$ cat src/rtl/scba_pkg.sv
// ----------------------------------------------------------------------------
// scba_pkg
// shared types, codes and constants of the size class block allocator
// ----------------------------------------------------------------------------
package scba_pkg;

  localparam int unsigned CHUNK_SIZE_DEF = 16384;
  localparam int unsigned MAX_CHUNKS_DEF = 16;

  localparam int unsigned NUM_CLASSES   = 14;
  localparam int unsigned CLS_W         = 4;
  localparam int unsigned SIZE_W        = 16;
  localparam int unsigned ADDR_W        = 18;
  localparam int unsigned GIDX_W        = 14;   // granule index of an 18-bit address
  localparam int unsigned BSIZE_W       = 10;
  localparam int unsigned LARGEST_BLOCK = 640;

  // opcodes
  localparam logic [1:0] OP_ALLOC = 2'd0;
  localparam logic [1:0] OP_FREE  = 2'd1;
  localparam logic [1:0] OP_CLEAR = 2'd2;
  localparam logic [1:0] OP_NONE  = 2'd3;

  // status codes
  localparam logic [1:0] ST_OK       = 2'd0;
  localparam logic [1:0] ST_ZERO     = 2'd1;
  localparam logic [1:0] ST_OVERSIZE = 2'd2;
  localparam logic [1:0] ST_NO_CHUNK = 2'd3;

  typedef enum logic [1:0] {
    CMD_NOP,
    CMD_ALLOC,
    CMD_FREE,
    CMD_CLEAR
  } cmd_t;

  typedef enum logic [1:0] {
    BK_IDLE,
    BK_POP,
    BK_CARVE,
    BK_RESP
  } back_state_t;

  // classified request between front and back
  typedef struct packed {
    cmd_t              cmd;
    logic [1:0]        status;
    logic [CLS_W-1:0]  cls;
    logic [ADDR_W-1:0] addr;
    logic [GIDX_W-1:0] idx;
  } qentry_t;

  function automatic logic [BSIZE_W-1:0] class_size(input logic [CLS_W-1:0] k);
    logic [BSIZE_W-1:0] s;
    case (k)
      4'd0:    s = 10'd16;
      4'd1:    s = 10'd32;
      4'd2:    s = 10'd64;
      4'd3:    s = 10'd96;
      4'd4:    s = 10'd128;
      4'd5:    s = 10'd160;
      4'd6:    s = 10'd192;
      4'd7:    s = 10'd224;
      4'd8:    s = 10'd256;
      4'd9:    s = 10'd320;
      4'd10:   s = 10'd384;
      4'd11:   s = 10'd448;
      4'd12:   s = 10'd512;
      default: s = 10'd640;
    endcase
    return s;
  endfunction

endpackage

$ cat src/rtl/scba_front.sv
// ----------------------------------------------------------------------------
// scba_front
// accepts requests, picks the size class and the link index of a freed block
// ----------------------------------------------------------------------------
module scba_front import scba_pkg::*; #(
  parameter int unsigned CHUNK_SIZE = CHUNK_SIZE_DEF,
  parameter int unsigned MAX_CHUNKS = MAX_CHUNKS_DEF
) (
  input  logic              clk,
  input  logic              rst_n,
  input  logic              in_valid,
  output logic              in_ready,
  input  logic [1:0]        in_opcode,
  input  logic [SIZE_W-1:0] in_size,
  input  logic [ADDR_W-1:0] in_addr,
  output logic              push_valid,
  input  logic              push_ready,
  output qentry_t           push_data
);

  localparam int unsigned LINK_DEPTH = (MAX_CHUNKS * CHUNK_SIZE) / 16;
  localparam int unsigned REC_SHIFT  = 28;
  localparam longint unsigned MUL_K  =
    ((64'd1 << REC_SHIFT) + 64'(LINK_DEPTH) - 64'd1) / 64'(LINK_DEPTH);
  localparam bit NEED_MOD = (LINK_DEPTH < (1 << GIDX_W));

  logic              v1_r, v2_r;
  qentry_t           e1_r, e2_r;
  logic [47:0]       prod_r;
  logic              adv1, adv2;
  qentry_t           e_new;
  qentry_t           e1_fix;
  logic [CLS_W-1:0]  cls;
  logic [19:0]       quo, qd, rem;
  logic [GIDX_W-1:0] gidx;

  assign adv2     = !v2_r || push_ready;
  assign adv1     = !v1_r || adv2;
  assign in_ready = adv1;

  // class = number of smaller block sizes below the request
  always_comb begin
    cls = '0;
    for (int k = 0; k < NUM_CLASSES - 1; k++) begin
      if (in_size > 16'(class_size(CLS_W'(k)))) begin
        cls = cls + 4'd1;
      end
    end
  end

  always_comb begin
    e_new        = '0;
    e_new.cls    = cls;
    e_new.addr   = in_addr;
    e_new.idx    = in_addr[ADDR_W-1:4];
    e_new.status = ST_OK;
    e_new.cmd    = CMD_NOP;
    if (in_opcode == OP_CLEAR) begin
      e_new.cmd = CMD_CLEAR;
    end else if (in_opcode == OP_NONE) begin
      e_new.cmd = CMD_NOP;
    end else if (in_size == '0) begin
      e_new.status = ST_ZERO;
    end else if (in_size > 16'(LARGEST_BLOCK)) begin
      e_new.status = ST_OVERSIZE;
    end else if (in_opcode == OP_ALLOC) begin
      e_new.cmd = CMD_ALLOC;
    end else begin
      e_new.cmd = CMD_FREE;
    end
  end

  // granule index modulo link depth by reciprocal multiply
  always_comb begin
    quo  = prod_r[47:REC_SHIFT];
    qd   = 20'(quo * 20'(LINK_DEPTH));
    rem  = 20'(e1_r.idx) - qd;
    if (rem >= 20'(LINK_DEPTH)) begin
      rem = rem - 20'(LINK_DEPTH);
    end
    gidx = NEED_MOD ? rem[GIDX_W-1:0] : e1_r.idx;
    e1_fix     = e1_r;
    e1_fix.idx = gidx;
  end

  always_ff @(posedge clk) begin
    if (!rst_n) begin
      v1_r <= 1'b0;
      v2_r <= 1'b0;
    end else begin
      if (adv1) v1_r <= in_valid;
      if (adv2) v2_r <= v1_r;
    end
    if (adv1 && in_valid) begin
      e1_r   <= e_new;
      prod_r <= 48'(e_new.idx) * 48'(MUL_K);
    end
    if (adv2 && v1_r) begin
      e2_r <= e1_fix;
    end
  end

  assign push_valid = v2_r;
  assign push_data  = e2_r;

endmodule

$ cat config.mk
export PLATFORM = sky130hd
export DESIGN_NAME = scba_front
export DESIGN_NICKNAME = d
export VERILOG_FILES = /design/src/rtl/scba_pkg.sv /design/src/rtl/scba_front.sv
export SDC_FILE = /design/constraint.sdc
export NUM_CORES = 1
export LEC_CHECK = 0
export ABC_CLOCK_PERIOD_IN_PS = 10200
export BUFFER_PORTS_ARGS = -buffer_cell sky130_fd_sc_hd__buf_2
export CORE_MARGIN = 8
export CORE_UTILIZATION = 28
export DETAILED_ROUTE_END_ITERATION = 7
export GPL_ROUTABILITY_DRIVEN = 0
export HOLD_SLACK_MARGIN = 0.1
export PLACE_DENSITY = 0.47
export RECOVER_POWER = 50
export SKIP_CTS_REPAIR_TIMING = 1
export SLEW_MARGIN = 20
export SYNTH_ARGS = -nofsm -noshare
export SYNTH_HDL_FRONTEND = slang
export SYNTH_SLANG_ARGS = --single-unit
$ cat constraint.sdc
create_clock -name clk -period 10.2 [get_ports clk]
set_input_delay 1.53 -clock clk [delete_from_list [all_inputs] [get_ports clk]]
set_output_delay 1.53 -clock clk [all_outputs]
set_load 0.01 [all_outputs]
==> results.sh, run 1 <==
export IMPL_outcome="finished, final reports clean"
export IMPL_synth_edf_count=52
export IMPL_clock_skew_ps=6.44
export IMPL_tightest_slew_ps=1410
export IMPL_wl_per_cell_um=14.3
export IMPL_synth_most_common_cell="edfxtp_1"
export IMPL_first_global_vias=2475
export IMPL_syn_area_sq_mm=0.00333
export IMPL_firstDrtPassIters=4
export IMPL_synth_seq_cells=54
export IMPL_clockBufferDepth=2
export IMPL_crit_fanout=12
export IMPL_yosys_area_top_type="edfxtp_1"
export IMPL_die_h_um=125
export IMPL_cts_tree="yes"
export IMPL_required_ps=10240
export IMPL_cap_viol_max_count=0
export IMPL_io_buffers=81
export IMPL_leakage_nw=1.53
export IMPL_hold_viol=0
export IMPL_slowest_delay_ps=580
export IMPL_grt_total_usage_pct=9.37
export IMPL_synth_top_cell_area_share_pct=46.8
export IMPL_slew_headroom_pct=6.24
export IMPL_layout_drive_gt1_share_pct=30.9
export IMPL_synth_nets=347
export IMPL_drt_initial_drc_count=163
export IMPL_fmax_mhz=115
export IMPL_numCtsBuffers=5
export IMPL_cp_start_kind="input port"
export IMPL_synthFlopType="edfxtp_1"
export IMPL_diodes=0
export IMPL_coreArea_sq_mm=0.0118
export IMPL_drc=0
export IMPL_finalMaxSlewViolations=0
export IMPL_grt_max_degree=27
export IMPL_num_vias=2430
export IMPL_synth_cell_types=67
export IMPL_critical_path_class="input port to flip-flop"
export IMPL_synth_commonest_cells="edfxtp_1, nand2_1, nor2_1, buf_4"
export IMPL_totalWireLength_um=7310
export IMPL_clkLatencyLatePin_ps=290
export IMPL_final_util_pct=33.3
export IMPL_hold_path_class="flip-flop to flip-flop"
export IMPL_grt_first_pass_wirelength_um=12000
export IMPL_end_kind="flip-flop"
export IMPL_grt_overflow=0
export IMPL_fin_tns_setup_ps=0
export IMPL_cp_slowest_cell="or4_4"
export IMPL_nets=413
export IMPL_setup_viol=0
export IMPL_cts_root_buf="clkbuf_16"
export IMPL_cp_common_cell="ha_1"
export IMPL_ys_warn_count=0
export IMPL_ys_async_sr_fraction_pct=0
export IMPL_cts_htree_levels=2
export IMPL_fp_dieArea_sq_mm=0.0157
export IMPL_fill_cells=1186
export IMPL_rsz0062_at_grt="false"
export IMPL_start_util_pct=28.2
export IMPL_worstPathArrival_ps=8710
export IMPL_ir_drop_v=0.0000623
export IMPL_rows=40
export IMPL_final_min_clock_period_ps=8670
export IMPL_routed_via_density=4.76
export IMPL_antenna_found_initial=0
export IMPL_area_delta_synth_final_pct=18.1
export IMPL_min_period_over_period_pct=85.0
export IMPL_syn_inst=296
export IMPL_ys_top_cells_by_area="edfxtp_1, ha_1, xnor2_1, xor2_1, buf_4"
export IMPL_die_w_um=125
export IMPL_power_density_mw_per_mm2=125
export IMPL_yosysSeqAreaShare_pct=48.0
export IMPL_dpl_hpwl_um=5830
export IMPL_num_io_pins=82
export IMPL_syn_avg_cell_area_sq_um=11.3
export IMPL_final_antenna_net_count=0
export IMPL_clkTransAtPathRegs_ps=70
export IMPL_cts_sinks=54
==> metal layers <==
layer	routed length (um)	track usage (%)	vias to the layer above
met1	3080	10.2	1121
met5	0	0	-
met3	543	2.76	10
li1	-	-	1215
met2	3570	16.8	84
met4	114	3.58	0
==> cells in the final DEF, fill, tap and decap left out, types with 3 or more instances in the layout <==
master,instances
a21oi_1,10
a31oi_1,3
buf_2,78
clkbuf_1,5
clkbuf_16,5
edfxtp_1,52
ha_1,11
inv_1,9
mux2_2,3
mux2i_1,3
nand2_1,29
nand2b_1,3
nand3_1,6
nor2_1,19
nor2b_1,3
nor3_1,8
nor4_1,3
o21ai_0,9
o21ai_1,9
o22ai_1,3
o31ai_1,4
or4_4,3
xnor2_1,13
xor2_1,13
==> metrics by stage <==
stage               setup slack [ps]  std cells  hold WS [ps]  power, mW  instance area (sq um)
finish                          1530        510           415      0.494                   3940
global route                     953        510           425      0.514                   3940
CTS                             1590        510           419      0.504                   3940
detailed placement              1290        502           405      0.314                   3780
global placement                1460        502           400      0.313                   3780
floorplan                       1960        296           400      0.295                   3330
==> power breakdown <==
part	internal, mW	total (mW)	leakage (nW)	switching, mW
logic	0.0188	0.0479	0.947	0.0292
clock network	0.116	0.186	0.0771	0.0703
registers	0.257	0.260	0.509	0.00293
total	0.391	0.494	1.53	0.102
==> final timing paths <==
path                                         startpoint                 endpoint  slack, ps  cells after the start
worst max-delay path                         in_size[1]     e1_fix[33]$_DFFE_PP_       1530                     34
worst min-delay path               e1_fix[25]$_DFFE_PP_  push_data[25]$_DFFE_PP_        410                      0
worst max register to register  push_valid$_SDFFE_PN0P_  push_data[24]$_DFFE_PP_       8200                      3
worst min register to register     e1_fix[25]$_DFFE_PP_  push_data[25]$_DFFE_PP_        410                      0
==> logic make-up after synthesis <==
family / after synthesis / synth area share (%)
and+or+nand+nor: 93 / 15.5
AOI/OAI and AO/OA: 66 / 14.1
DFF: 54 / 48.0
buffers and inverters: 34 / 6.16
xor gates and xnor gates: 31 / 9.87
adders and majority gates: 11 / 4.13
muxes: 7 / 2.25
==> area by class of cell <==
| type | instances | area, sq um | area share, % |
|---|---|---|---|
| clock buffer | 6 | 129 | 3.28 |
| tap | 147 | 184 | 4.67 |
| multi-input combinational | 208 | 1530 | 38.9 |
| clock inverter | 2 | 37.5 | 0.954 |
| inverter | 9 | 33.8 | 0.859 |
| timing repair buffer | 84 | 420 | 10.7 |
| sequential | 54 | 1600 | 40.7 |
==> sequential cells by signal, indices dropped and copies added, names as in the netlist <==
signal and flops:
e1_fix 26, push_valid 1, v1_r 1, push_data 26
==> critical path, delay by kind of cell <==
family / cells / cell delay [ps]
adders and majority gates: 7 / 2270
muxes: 3 / 880
xor gates and xnor gates: 3 / 540
AOI/OAI and AO/OA: 10 / 1570
buffers and inverters: 3 / 250
and+or+nand+nor: 8 / 1690
(Power assumes the default switching activity.)
==> inputs of run 2 (changes only) <==
ABC_CLOCK_PERIOD_IN_PS = 7670   (was 10200)
PLACE_DENSITY = 0.49   (was 0.47)
clock period = 7.67 ns   (was 10.2 ns; I/O delays follow)
==> run 2 against run 1 <==
- clock skew fell by 3.5 ps
- first-iteration DRC count fell by 10%
- die area did not move
- clock-buffer cell count rose by 1
- critical endpoint unchanged
- via count rose by 4.8%
- worst setup slack got worse by 1100 ps
==> results.sh, run 2 (synthesis gave the netlist of run 1 again) <==
export IMPL_clkTransAtPathRegs_ps=60
export IMPL_clkPwrFrac_pct=36.9
export IMPL_power_density_mw_per_mm2=154
export IMPL_cp_top_family="adder cells"
export IMPL_power_net_switching_uw=137
export IMPL_cts_sinks=54
export IMPL_antenna_found_initial=0
export IMPL_hold_path_class="flip-flop to flip-flop"
export IMPL_totalWireLength_um=7350
export IMPL_coreArea_sq_mm=0.0118
export IMPL_seqPwrFrac_pct=52.0
export IMPL_clockBufferDepth=2
export IMPL_place_area_sq_mm=0.00402
export IMPL_first_global_vias=2554
export IMPL_required_ps=7710
export IMPL_cp_common_cell="ha_1"
export IMPL_combPwrFrac_pct=11.1
export IMPL_grt_overflow=0
export IMPL_outcome="finished, final reports clean"
export IMPL_nets=450
export IMPL_num_vias=2547
export IMPL_cp_start_kind="input port"
export IMPL_clock_skew_ps=2.94
export IMPL_end_kind="flip-flop"
export IMPL_io_buffers=81
export IMPL_crit_fanout=7
export IMPL_drt_initial_drc_count=146
export IMPL_die_h_um=125
export IMPL_worstPathArrival_ps=7310
export IMPL_post_place_ws_ps=-169
export IMPL_area_delta_synth_final_pct=29.4
export IMPL_swShare_pct=20.6
export IMPL_grt_first_pass_wirelength_um=12400
export IMPL_firstDrtPassIters=4
export IMPL_final_min_clock_period_ps=7270
export IMPL_fp_dieArea_sq_mm=0.0157
export IMPL_grt_total_usage_pct=9.41
export IMPL_final_common_cell="buf_2"
export IMPL_layout_setup_ws_ps=398
export IMPL_holdWs_ps=418
export IMPL_diodes=0
export IMPL_cts_root_buf="clkbuf_16"
export IMPL_drc=0
export IMPL_dpl_hpwl_um=5790
export IMPL_tightest_slew_ps=1430
export IMPL_grt_max_degree=27
export IMPL_hold_viol=0
export IMPL_cts_tree="yes"
export IMPL_finalMaxSlewViolations=0
export IMPL_mostFrequentLayoutCells="buf_2, edfxtp_1, buf_4"
export IMPL_min_period_over_period_pct=94.8
export IMPL_wl_per_cell_um=13.4
export IMPL_layout_drive_gt1_share_pct=40.0
export IMPL_cp_slowest_cell="or4_4"
export IMPL_cap_viol_max_count=0
export IMPL_final_area_sq_mm=0.00431
export IMPL_critical_path_class="input port to flip-flop"
export IMPL_fmax_mhz=138
export IMPL_routed_via_density=4.66
export IMPL_slowest_delay_ps=560
export IMPL_final_antenna_net_count=0
export IMPL_slew_headroom_pct=4.47
export IMPL_p_int_uw=527
export IMPL_cts_htree_levels=2
export IMPL_clkLatencyLatePin_ps=280
export IMPL_numCtsBuffers=5
export IMPL_rows=40
export IMPL_die_w_um=125
export IMPL_setup_viol=0
export IMPL_crit_buf_inv=4
export IMPL_leakage_nw=1.72
export IMPL_start_util_pct=28.2
export IMPL_num_io_pins=82
export IMPL_ir_drop_v=0.0000793
## run 2: layout make-up
cell class              count  area, sq um
clock buffers               7          133
clock inverters             1         30.0
fillers                  1154         7500
inverters                   9         33.8
multi-input cells         208         1630
flip-flops and latches     54         1600
well taps                 147          184
repair buffers            121          706
## run 2: power groups by stage
stage | Sequential, mW | Combinational (mW) | Clock [mW]
5_1_grt | 0.347 | 0.0810 | 0.264
2_1_floorplan | 0.355 | 0.0368 | 0
6_report | 0.345 | 0.0734 | 0.245
4_1_cts | 0.345 | 0.0720 | 0.252
3_5_place_dp | 0.352 | 0.0717 | 0
3_3_place_gp | 0.351 | 0.0714 | 0
## run 2: path summary, 6_finish.rpt
| kind | from | endpoint | slack, ps | cells after the start |
|---|---|---|---|---|
| setup / recovery | in_size[1] | e1_fix[33]$_DFFE_PP_ | 400 | 34 |
| hold / removal | e1_fix[26]$_DFFE_PP_ | push_data[26]$_DFFE_PP_ | 420 | 0 |
| setup reg to reg | push_valid$_SDFFE_PN0P_ | push_data[17]$_DFFE_PP_ | 5650 | 3 |
| hold reg to reg | e1_fix[26]$_DFFE_PP_ | push_data[26]$_DFFE_PP_ | 420 | 0 |
## run 2: worst register-to-register path, stage by stage, from the launching register on
cell	delay [ps]
dfxtp_1	310
nor2b_1	160
nor2b_2	110
clkbuf_1	1040
## run 2: metrics by stage
stage	power (mW)	cells	utilization, %	setup TNS (ps)
global route	0.691	547	36.5	-12.4
finish	0.664	547	36.5	0
floorplan	0.392	296	-	0
detailed placement	0.424	533	34.0	-277
global placement	0.423	533	34.0	-117
CTS	0.670	541	35.4	0
## run 2: metal layers
metal	GRT usage (%)	wire length [um]	vias up
li1	-	-	1283
met5	0	0	-
met3	2.72	474	8
met1	11.1	3310	1192
met2	16.2	3470	64
met4	2.79	91	0
