File: config.mk
export PLATFORM = sky130hd
export DESIGN_NAME = scba_queue
export DESIGN_NICKNAME = d
export VERILOG_FILES = /design/src/rtl/scba_pkg.sv /design/src/rtl/scba_queue.sv
export SDC_FILE = /design/constraint.sdc
export NUM_CORES = 1
export LEC_CHECK = 0
export BUFFER_PORTS_ARGS = -buffer_cell sky130_fd_sc_hd__buf_2
export CAP_MARGIN = 20
export CORE_UTILIZATION = 55
export DETAILED_ROUTE_END_ITERATION = 6
export PLACE_DENSITY_LB_ADDON = 0.2
export SETUP_SLACK_MARGIN = 0.3
export SKIP_CTS_REPAIR_TIMING = 1
export SLEW_MARGIN = 20
export SYNTH_ARGS = -nofsm -noshare
export SYNTH_HDL_FRONTEND = slang
export SYNTH_SLANG_ARGS = --single-unit
File: constraint.sdc
create_clock -name clk -period 5.5 [get_ports clk]
set_input_delay 1.375 -clock clk [delete_from_list [all_inputs] [get_ports clk]]
set_output_delay 1.375 -clock clk [all_outputs]
set_load 0.01 [all_outputs]
File: src/rtl/scba_pkg.sv
// ----------------------------------------------------------------------------
// scba_pkg
// shared types, codes and constants of the size class block allocator
// ----------------------------------------------------------------------------
package scba_pkg;

  localparam int unsigned CHUNK_SIZE_DEF = 16384;
  localparam int unsigned MAX_CHUNKS_DEF = 16;

  localparam int unsigned NUM_CLASSES   = 14;
  localparam int unsigned CLS_W         = 4;
  localparam int unsigned SIZE_W        = 16;
  localparam int unsigned ADDR_W        = 18;
  localparam int unsigned GIDX_W        = 14;   // granule index of an 18-bit address
  localparam int unsigned BSIZE_W       = 10;
  localparam int unsigned LARGEST_BLOCK = 640;

  // opcodes
  localparam logic [1:0] OP_ALLOC = 2'd0;
  localparam logic [1:0] OP_FREE  = 2'd1;
  localparam logic [1:0] OP_CLEAR = 2'd2;
  localparam logic [1:0] OP_NONE  = 2'd3;

  // status codes
  localparam logic [1:0] ST_OK       = 2'd0;
  localparam logic [1:0] ST_ZERO     = 2'd1;
  localparam logic [1:0] ST_OVERSIZE = 2'd2;
  localparam logic [1:0] ST_NO_CHUNK = 2'd3;

  typedef enum logic [1:0] {
    CMD_NOP,
    CMD_ALLOC,
    CMD_FREE,
    CMD_CLEAR
  } cmd_t;

  typedef enum logic [1:0] {
    BK_IDLE,
    BK_POP,
    BK_CARVE,
    BK_RESP
  } back_state_t;

  // classified request between front and back
  typedef struct packed {
    cmd_t              cmd;
    logic [1:0]        status;
    logic [CLS_W-1:0]  cls;
    logic [ADDR_W-1:0] addr;
    logic [GIDX_W-1:0] idx;
  } qentry_t;

  function automatic logic [BSIZE_W-1:0] class_size(input logic [CLS_W-1:0] k);
    logic [BSIZE_W-1:0] s;
    case (k)
      4'd0:    s = 10'd16;
      4'd1:    s = 10'd32;
      4'd2:    s = 10'd64;
      4'd3:    s = 10'd96;
      4'd4:    s = 10'd128;
      4'd5:    s = 10'd160;
      4'd6:    s = 10'd192;
      4'd7:    s = 10'd224;
      4'd8:    s = 10'd256;
      4'd9:    s = 10'd320;
      4'd10:   s = 10'd384;
      4'd11:   s = 10'd448;
      4'd12:   s = 10'd512;
      default: s = 10'd640;
    endcase
    return s;
  endfunction

endpackage

File: src/rtl/scba_queue.sv
// ----------------------------------------------------------------------------
// scba_queue
// two-entry queue of classified requests between front and back
// ----------------------------------------------------------------------------
module scba_queue import scba_pkg::*; (
  input  logic    clk,
  input  logic    rst_n,
  input  logic    push_valid,
  output logic    push_ready,
  input  qentry_t push_data,
  output logic    pop_valid,
  input  logic    pop_ready,
  output qentry_t pop_data
);

  qentry_t    slot_r [2];
  logic       wp_r, rp_r;
  logic [1:0] cnt_r;
  logic       do_push, do_pop;

  assign push_ready = (cnt_r != 2'd2);
  assign pop_valid  = (cnt_r != 2'd0);
  assign pop_data   = slot_r[rp_r];
  assign do_push    = push_valid && push_ready;
  assign do_pop     = pop_valid && pop_ready;

  always_ff @(posedge clk) begin
    if (!rst_n) begin
      wp_r  <= 1'b0;
      rp_r  <= 1'b0;
      cnt_r <= 2'd0;
    end else begin
      if (do_push) wp_r <= !wp_r;
      if (do_pop)  rp_r <= !rp_r;
      cnt_r <= cnt_r + 2'(do_push) - 2'(do_pop);
    end
    if (do_push) begin
      slot_r[wp_r] <= push_data;
    end
  end

endmodule

==> results of run 1 <==
## per-stage QoR
stage / area [um^2] / setup slack, ps / total power [mW]
after floorplan: 3140 / 2710 / 1.01
after global placement: 3630 / 2580 / 1.12
after detailed placement: 3630 / 2590 / 1.13
after CTS: 3860 / 2210 / 1.62
after global routing: 3860 / 2110 / 1.67
final: 3860 / 2270 / 1.60
## report_power, final
| group | leakage, nW | internal [mW] | switching, mW | total, mW |
|---|---|---|---|---|
| combinational | 0.570 | 0.134 | 0.137 | 0.271 |
| sequential | 0.790 | 0.786 | 0.0499 | 0.836 |
| clock | 0.114 | 0.295 | 0.199 | 0.494 |
| total | 1.47 | 1.22 | 0.386 | 1.60 |
## registers in the layout, indices dropped and copies added, names as in the netlist, named ones only
register	cells
wp_r	1
cnt_r	2
rp_r	1
slot_r	80
## cell type report
| cell class | instances | area, um^2 |
|---|---|---|
| Fill cell | 372 | 1650 |
| Timing Repair Buffer | 85 | 425 |
| Clock buffer | 9 | 124 |
| Inverter | 2 | 7.51 |
| Clock inverter | 6 | 103 |
| Multi-Input combinational cell | 63 | 608 |
| Tap cell | 72 | 90.1 |
| Sequential cell | 85 | 2500 |
## worst paths after layout
path              slack, ps                endpoint                 from
hold reg to reg         520       rp_r$_SDFFE_PN0P_    rp_r$_SDFFE_PN0P_
hold / removal          520       rp_r$_SDFFE_PN0P_    rp_r$_SDFFE_PN0P_
setup / recovery       2270            pop_data[30]                 flop
setup reg to reg       3630  slot_r[1][1]$_DFFE_PP_  cnt_r[0]$_SDFF_PN0_
## tightest hold or removal path, stage by stage, from the launching register on
cell and delay [ps]:
dfxtp_1 340, xor2_1 80, nor2_1 70
## Yosys cell counts (all sizes together)
cell    count
nor2        4
nor4bb      1
nor2b       1
nor3        1
ha          1
mux2       40
and3        2
or2         1
buf         4
a21bo       1
edfxtp     80
and2        1
nand3       1
o21ai       2
nor4        1
o31a        1
dfxtp       5
inv         2
nand3b      1
a21oi       1
xor2        1
o21ba       1
nand2b      1
## kinds of logic after synthesis
family	after synthesis
flops	85
compound gates	6
fa+ha+maj	1
simple gates	15
mux	40
xor+xnor	1
buf+inv	6
## metal layers
metal	up-vias	track usage (%)	wire, um
met5	-	0	0
met4	0	10.0	100
met2	56	32.7	2660
li1	783	-	-
met1	782	17.2	1890
met3	11	4.00	210
==> results.md, run 1 <==
- Status: complete, no violations
- H-tree Lvls: 3
- Final min period: 3230 ps
- Die H: 77.5 um
- IO Pins: 86
- Max Clock Freq: 0.310 GHz
- Setup TNS Final: 0 ps
- GP Congestion: 0.727
- Largest cells by area after synthesis: edfxtp_1 (77%), mux2_1 (14%), dfxtp_1 (3.2%)
- Crit start category: flop
- Via density per instance: 5.07
- Hold Slack: 520 ps
- Final period util: 58.7%
- CTS Root Cell: clkbuf_8
- Max-cap violations: 0
- Grt ovf: 0
- Worst hold stages: 2
- Final Non-Filler Cells: 322
- Crit path largest cell delay: 960 ps
- Register bit total from synthesis: 85
- Crit path required time: 4120 ps
- Post-synthesis simple-gate area fraction: 2.91%
- Final Util: 70.1%
- Global-route wire length before repair: 7460 um
- Worst path cell trace: mux2_1, buf_2
- Post-synth cell types: 24
- Clk_lat worst skew: 330 ps
- DP Wirelength: 2950 um
- Vias: 1,632
- CTS tree: yes
- Largest net degree at the start of global routing: 41
- DRT Pass-1 Iters: 4
- Starting Density: 57.0%
- Routed wire length per instance: 15.1 um
- Synth warn: 0
- R2r worst-path depth: 2
- Die width: 77.5 um
- Nets: 291
- Setup violators final: 0
- Setup CP Type: flop to output port
- Number of diodes: 0
- Vias in the first global route: 1,678
- Initial antenna violation count: 0
- # rows: 27
- Relative slew slack: 36.0%
- Cell taking the most area after synthesis: edfxtp_1
- Worst-path clk slew: 80 ps
- Deepest clock path buffer count: 2
- Seq/Total Area, Yosys: 79.8%
- CTS sink cnt: 85
- Fin. Hold Viols: 0
- Slowest cell on crit path: dfxtp_2
- Leakage: 1.47 nW
- WP depth: 2
- Worst Path Arrival: 1850 ps
- DRT iter0 DRCs: 63
- Syn-to-layout area delta: 23.1%
- Post-DRT Antenna Nets: 0
- Share of cells above drive strength 1: 41.2%
- Syn Inst Count: 154
- Max-slew violations: 0
- Worst hold path type: flop to flop
- Post-Synth Adder-Cell Area: 0.399%
- Power density cells: 415 nW/um^2
- CP top delay family: flip-flops
- Synth Area per Inst: 20.4 um^2
- RSZ-0062 raised after global routing: false
- Synth Area in Compound Gates: 1.40%
- Commonest non-fill, non-tap cell in the layout: buf_2
- Xor/xnor share of the synthesized area: 0.279%
- Final Skew: 4.97 ps
- Mapped Area: 3140 um^2
- Core Area: 5510 um^2
- Drt total wl: 4860 um
- Total CTS buffers: 9
- Post-synthesis net count: 199
- Die area: 6010 um^2
- Critical Path End Type: output port
- Post-Place Cells: 307
- CP max FO: 40
- Multiplexer area fraction after synthesis: 14.4%
- Max IR drop VDD: 288 uV
- Most frequent cells in the layout: buf_2 (85), edfxtp_1 (80), mux2_1 (40), clkbuf_8 (9)
- Share of the synthesized area in the top cell type: 76.6%
- Slew @ Worst Pin: 959 ps
- DR DRC count: 0
- I/O Buffers: 85
- Largest family of logic cells by synthesized area: multiplexers
- Total track usage: 17.3%
- Crit path buf inv count: 1
No activity file was read; power rests on OpenSTA's default activity.
==> run 2: changes to the inputs <==
--- a/config.mk
+++ b/config.mk
@@ -7,7 +7,7 @@
 export LEC_CHECK = 0
 export BUFFER_PORTS_ARGS = -buffer_cell sky130_fd_sc_hd__buf_2
 export CAP_MARGIN = 20
-export CORE_UTILIZATION = 55
+export CORE_UTILIZATION = 51
 export DETAILED_ROUTE_END_ITERATION = 6
 export PLACE_DENSITY_LB_ADDON = 0.2
 export SETUP_SLACK_MARGIN = 0.3
==> constraint.sdc (replaced) <==
create_clock -name clk -period 3.3 [get_ports clk]
set_input_delay 0.825 -clock clk [delete_from_list [all_inputs] [get_ports clk]]
set_output_delay 0.825 -clock clk [all_outputs]
set_load 0.01 [all_outputs]
==> results.md, run 2 (same netlist as run 1, synthesis figures left out) <==
- Status: complete, no violations
- Worst slack at placement: 966 ps (-1630 ps)
- Crit Reg-Reg Startpoint: cnt_r[0]$_SDFF_PN0_
- Setup TNS Final: 0 ps (unchanged)
- Critical Path End Type: output port
- Global-route wire length before repair: 7590 um (+1.8%)
- Total CTS buffers: 9 (unchanged)
- Hold Crit Endpoint: rp_r$_SDFFE_PN0P_
- Power density cells: 688 nW/um^2 (+66%)
- Most frequent cells in the layout: buf_2 (85), edfxtp_1 (80), mux2_1 (40), clkbuf_8 (9), buf_4 (5)
- DRT Pass-1 Iters: 4 (unchanged)
- Max-slew violations: 0 (unchanged)
- CP max FO: 40 (unchanged)
- Hold Path Origin: rp_r$_SDFFE_PN0P_
- Worst hold stages: 2 (unchanged)
- Drt total wl: 4930 um (+1.5%)
- H-tree Lvls: 3 (unchanged)
- Vias in the first global route: 1,604 (-4.4%)
- Total track usage: 16.7% (-0.61 points)
- Worst hold path type: flop to flop
- Placed cell area: 3680 um^2 (+1.1%)
- Fillers: 428 (+15%)
- R2r worst-path depth: 4 (+2)
- RSZ-0062 raised after global routing: false
- Slowest cell on crit path: buf_4
- Nets: 296 (+1.7%)
- Crit path largest cell delay: 450 ps (-510 ps)
- Largest net degree at the start of global routing: 41 (unchanged)
- Die width: 80.4 um (+3.7%)
- DP Wirelength: 3300 um (+12%)
- DRT iter0 DRCs: 129 (+100%)
- RR Endpoint: slot_r[0][17]$_DFFE_PP_
- Final Skew: 7.90 ps (+2.94 ps)
- Crit start category: flop
- Crit path required time: 2470 ps (-1650 ps)
- I/O Buffers: 85 (unchanged)
- Worst Slack Setup Final: 839 ps (-1430 ps)
- Worst Path Arrival: 1640 ps (-210 ps)
- CTS sink cnt: 85 (unchanged)
- Post-DRT Antenna Nets: 0 (unchanged)
- Max-cap violations: 0 (unchanged)
- Number of diodes: 0 (unchanged)
- DR DRC count: 0 (unchanged)
- CTS tree: yes
- Clk_lat worst skew: 340 ps (about the same)
- Leakage: 1.50 nW (+1.7%)
- Relative slew slack: 58.6% (+23 points)
- # rows: 28 (+3.7%)
- Worst-path clk slew: 70 ps (about the same)
- IO Pins: 86 (unchanged)
- Routed wire length per instance: 14.9 um (-0.96%)
- Setup CP Type: flop to output port
- Syn-to-layout area delta: 24.5%
- Commonest non-fill, non-tap cell in the layout: buf_2
- Post-Layout Inst Area: 3900 um^2 (+1.1%)
- Final period util: 74.6%
- Max Clock Freq: 0.406 GHz
- GP Congestion: 0.723 (-0.47%)
- Via density per instance: 4.93 (-2.8%)
- Fin. Hold Viols: 0 (unchanged)
- Final Non-Filler Cells: 330 (+2.5%)
- Max IR drop VDD: 418 uV (+45%)
- Setup violators final: 0 (unchanged)
- Share of cells above drive strength 1: 42.4% (+1.2 points)
- Core Area: 5920 um^2 (+7.5%)
- Die area: 6470 um^2 (+7.6%)
- Die H: 80.4 um (+3.7%)
- Final min period: 2460 ps
- Worst path cell trace: buf_4, mux2_1, buf_2
- Starting Density: 53.0% (-4.0 points)
- Slew @ Worst Pin: 617 ps (-343 ps)
- Max reg flops: 80 (unchanged)
- Deepest clock path buffer count: 2 (unchanged)
- Setup slack, reg-to-reg: 1400 ps (-2230 ps)
- Largest Register: slot_r
- Initial antenna violation count: 0 (unchanged)
- Biggest regs: slot_r (80), cnt_r (2)
- CTS Root Cell: clkbuf_8
- Grt ovf: 0 (unchanged)
- Post-Place Cells: 315 (+2.6%)
- Vias: 1,626 (-0.37%)
## run 2: final cells by class
class | instances | area [um^2] | area share, %
Clock inverter | 5 | 100 | 2.56
Sequential cell | 85 | 2500 | 64.1
Multi-Input combinational cell | 63 | 608 | 15.6
Inverter | 2 | 7.51 | 0.192
Timing Repair Buffer | 90 | 463 | 11.9
Clock buffer | 10 | 128 | 3.27
Tap cell | 75 | 93.8 | 2.40
## run 2: how the worst max path moves through the flow
stage	from	to	cells past startpoint
after floorplan	push_valid	slot_r[1][0]$_DFFE_PP_	1
after CTS	flop	pop_data[37]	3
final	flop	pop_data[2]	3
after detailed placement	push_valid	slot_r[0][10]$_DFFE_PP_	4
after global placement	push_valid	slot_r[0][13]$_DFFE_PP_	4
after global routing	flop	pop_data[27]	3
## run 2: metal layers
metal	track usage [%]	up-vias	share of wire (%)	wire, um
met5	0	-	0	0
met4	8.57	0	1.6	78
met3	4.66	8	5.0	246
met2	26.9	43	51	2510
met1	20.6	780	42	2090
li1	-	795	-	-
## run 2: through the flow
stage	utilization, %	power [mW]	hold slack, ps
floorplan	-	1.68	472
global placement	62.1	1.89	485
detailed placement	62.1	1.90	507
CTS	65.9	2.72	527
global route	65.9	2.82	560
finish	65.9	2.69	520
## run 2: where the power goes
part | total, mW | switching (mW) | internal [mW]
registers | 1.34 | 0.0326 | 1.31
clock network | 0.826 | 0.330 | 0.496
logic | 0.518 | 0.284 | 0.234
## run 2: worst max-delay path, delay by kind of cell, from the launching register on
family	cells	cell delay, ps
buffers and inverters	2	590
muxes	1	380
DFF	1	310
==> run 3: changes to the inputs <==
==> constraint.sdc (replaced) <==
create_clock -name clk -period 2.4 [get_ports clk]
set_input_delay 0.6 -clock clk [delete_from_list [all_inputs] [get_ports clk]]
set_output_delay 0.6 -clock clk [all_outputs]
set_load 0.01 [all_outputs]
==> results.md, run 3 (same netlist as run 1, synthesis figures left out) <==
- Commonest non-fill, non-tap cell in the layout: buf_2
- Flop pwr share: 50.9% (+1.0 points)
- Die H: 80.4 um (unchanged)
- Final min period: 2000 ps
- DR DRC count: 0 (unchanged)
- Setup slack, reg-to-reg: 790 ps (-610 ps)
- Share of cells above drive strength 1: 42.8% (+0.45 points)
- Hold Crit Endpoint: slot_r[0][0]$_DFFE_PP_
- Clk_lat worst skew: 340 ps (about the same)
- Starting Density: 53.0% (unchanged)
- Crit Reg-Reg Startpoint: cnt_r[1]$_SDFF_PN0_
- Via density per instance: 4.96 (+0.68%)
- Nets: 299 (+1.0%)
- Setup TNS Final: 0 ps (unchanged)
- DP Wirelength: 3470 um (+5.1%)
- Post-DRT Antenna Nets: 0 (unchanged)
- Crit start category: flop
- CTS Root Cell: clkbuf_8
- Core Area: 5920 um^2 (unchanged)
- Max Clock Freq: 0.501 GHz
- Relative slew slack: 76.8% (+18 points)
- RSZ-0062 raised after global routing: false
- Deepest clock path buffer count: 2 (unchanged)
- Biggest regs: slot_r (80), cnt_r (2)
- Status: complete, no violations
- CTS sink cnt: 85 (unchanged)
- CTS tree: yes
- Vias in the first global route: 1,653 (+3.1%)
- I/O Buffers: 85 (unchanged)
- Number of diodes: 0 (unchanged)
- Fillers: 441 (+3.0%)
- Clock network power share: 28.5% (-2.3 points)
- Total track usage: 17.4% (+0.70 points)
- Combinational fraction of design power: 20.6% (+1.3 points)
- Global-route wire length before repair: 7990 um (+5.3%)
- Drt total wl: 5150 um (+4.5%)
- Hold Slack: 442 ps (-77.9 ps)
- Setup CP Type: flop to output port
- Setup violators final: 0 (unchanged)
- Psw: 0.910 mW (+41%)
- Int Power: 2.73 mW (+34%)
- # rows: 28 (unchanged)
- Initial antenna violation count: 0 (unchanged)
- Vias: 1,647 (+1.3%)
- Crit path required time: 1800 ps (-670 ps)
- Final Skew: 10.6 ps (+2.66 ps)
- Die area: 6470 um^2 (unchanged)
- DRT Pass-1 Iters: 5 (+1)
- Max-slew violations: 0 (unchanged)
- Fin. Hold Viols: 0 (unchanged)
- RR Endpoint: cnt_r[1]$_SDFF_PN0_
- Largest Register: slot_r
- DRT iter0 DRCs: 123 (-4.7%)
- Routed wire length per instance: 15.5 um (+3.9%)
- Power density cells: 928 nW/um^2 (+35%)
- Largest net degree at the start of global routing: 41 (unchanged)
- Hold Path Origin: push_data[0]
- CP max FO: 22 (-45%)
- GP Congestion: 0.739 (+2.1%)
- Sw Ratio: 25.0% (+0.88 points)
- Critical Path End Type: output port
- R2r worst-path depth: 6 (+2)
- Die width: 80.4 um (unchanged)
- Max reg flops: 80 (unchanged)
- Final period util: 83.2%
- Worst hold stages: 1 (-1)
- Max-cap violations: 0 (unchanged)
- Max IR drop VDD: 587 uV (+40%)
- Worst Path Arrival: 1400 ps (-240 ps)
- Most frequent cells in the layout: buf_2 (85), edfxtp_1 (80), mux2_1 (40), clkbuf_8 (9), buf_4 (6)
- Slew @ Worst Pin: 344 ps (-273 ps)
- Grt ovf: 0 (unchanged)
- Worst hold path type: input pin to flop
- Total CTS buffers: 9 (unchanged)
- IO Pins: 86 (unchanged)
- Worst-path clk slew: 80 ps (about the same)
- Syn-to-layout area delta: 25.2%
- Leakage: 1.51 nW (+0.68%)
- H-tree Lvls: 3 (unchanged)
==> run 3: cell types whose count changed in the layout (fill, tap and decap cells not counted), sizes merged <==
| cell | before | now |
|---|---|---|
| clkinv | 3 | 4 |
| clkbuf | 10 | 9 |
| buf | 90 | 93 |
| bufinv | 3 | 2 |
==> run 3: worst max path at each step <==
stage               slack, ps                 from                      to  cells after the start
finish                    400                 flop            pop_data[21]                      3
global placement          560                 flop            pop_data[27]                      3
global route              330                 flop            pop_data[21]                      3
detailed placement        530            pop_ready     cnt_r[1]$_SDFF_PN0_                      7
CTS                       170                 flop            pop_data[23]                      3
floorplan                 350  cnt_r[0]$_SDFF_PN0_  slot_r[1][0]$_DFFE_PP_                      2
==> run 3: power by group through the flow <==
stage	combinational (mW)	clock, mW	sequential (mW)
2_1_floorplan	0.445	0	1.87
3_3_place_gp	0.720	0	1.90
3_5_place_dp	0.727	0	1.91
4_1_cts	0.731	1.06	1.87
5_1_grt	0.821	1.12	1.87
6_report	0.751	1.04	1.86
==> run 3: per-layer routing <==
layer	global-route usage, %	up-vias	part of all wire (%)
met1	21.5	792	42
met4	9.11	0	1.9
li1	-	802	-
met3	4.55	10	4.3
met5	0	-	0
met2	28.1	43	52
==> run 3: critical path: stages, from the launching register on <==
cell	delay, ps
dfxtp_4	390
buf_12	180
mux2_1	350
buf_2	140
==> run 3: final cells by class <==
| type | instances | area, um^2 | area share, % |
|---|---|---|---|
| multi-input combinational | 63 | 608 | 15.5 |
| clock buffer | 9 | 124 | 3.15 |
| clock inverter | 5 | 77.6 | 1.98 |
| sequential | 85 | 2510 | 63.8 |
| tap | 75 | 93.8 | 2.39 |
| timing repair buffer | 93 | 510 | 13.0 |
| inverter | 2 | 7.51 | 0.191 |
==> run 3: metrics by stage <==
step | power (mW) | area, um^2 | worst slack, ps | instances | utilization (%)
floorplan | 2.31 | 3140 | 348 | 154 | -
global placement | 2.62 | 3700 | 557 | 315 | 62.5
detailed placement | 2.63 | 3700 | 526 | 315 | 62.5
CTS | 3.67 | 3900 | 170 | 329 | 65.9
global route | 3.82 | 3930 | 331 | 332 | 66.3
finish | 3.64 | 3930 | 403 | 332 | 66.3
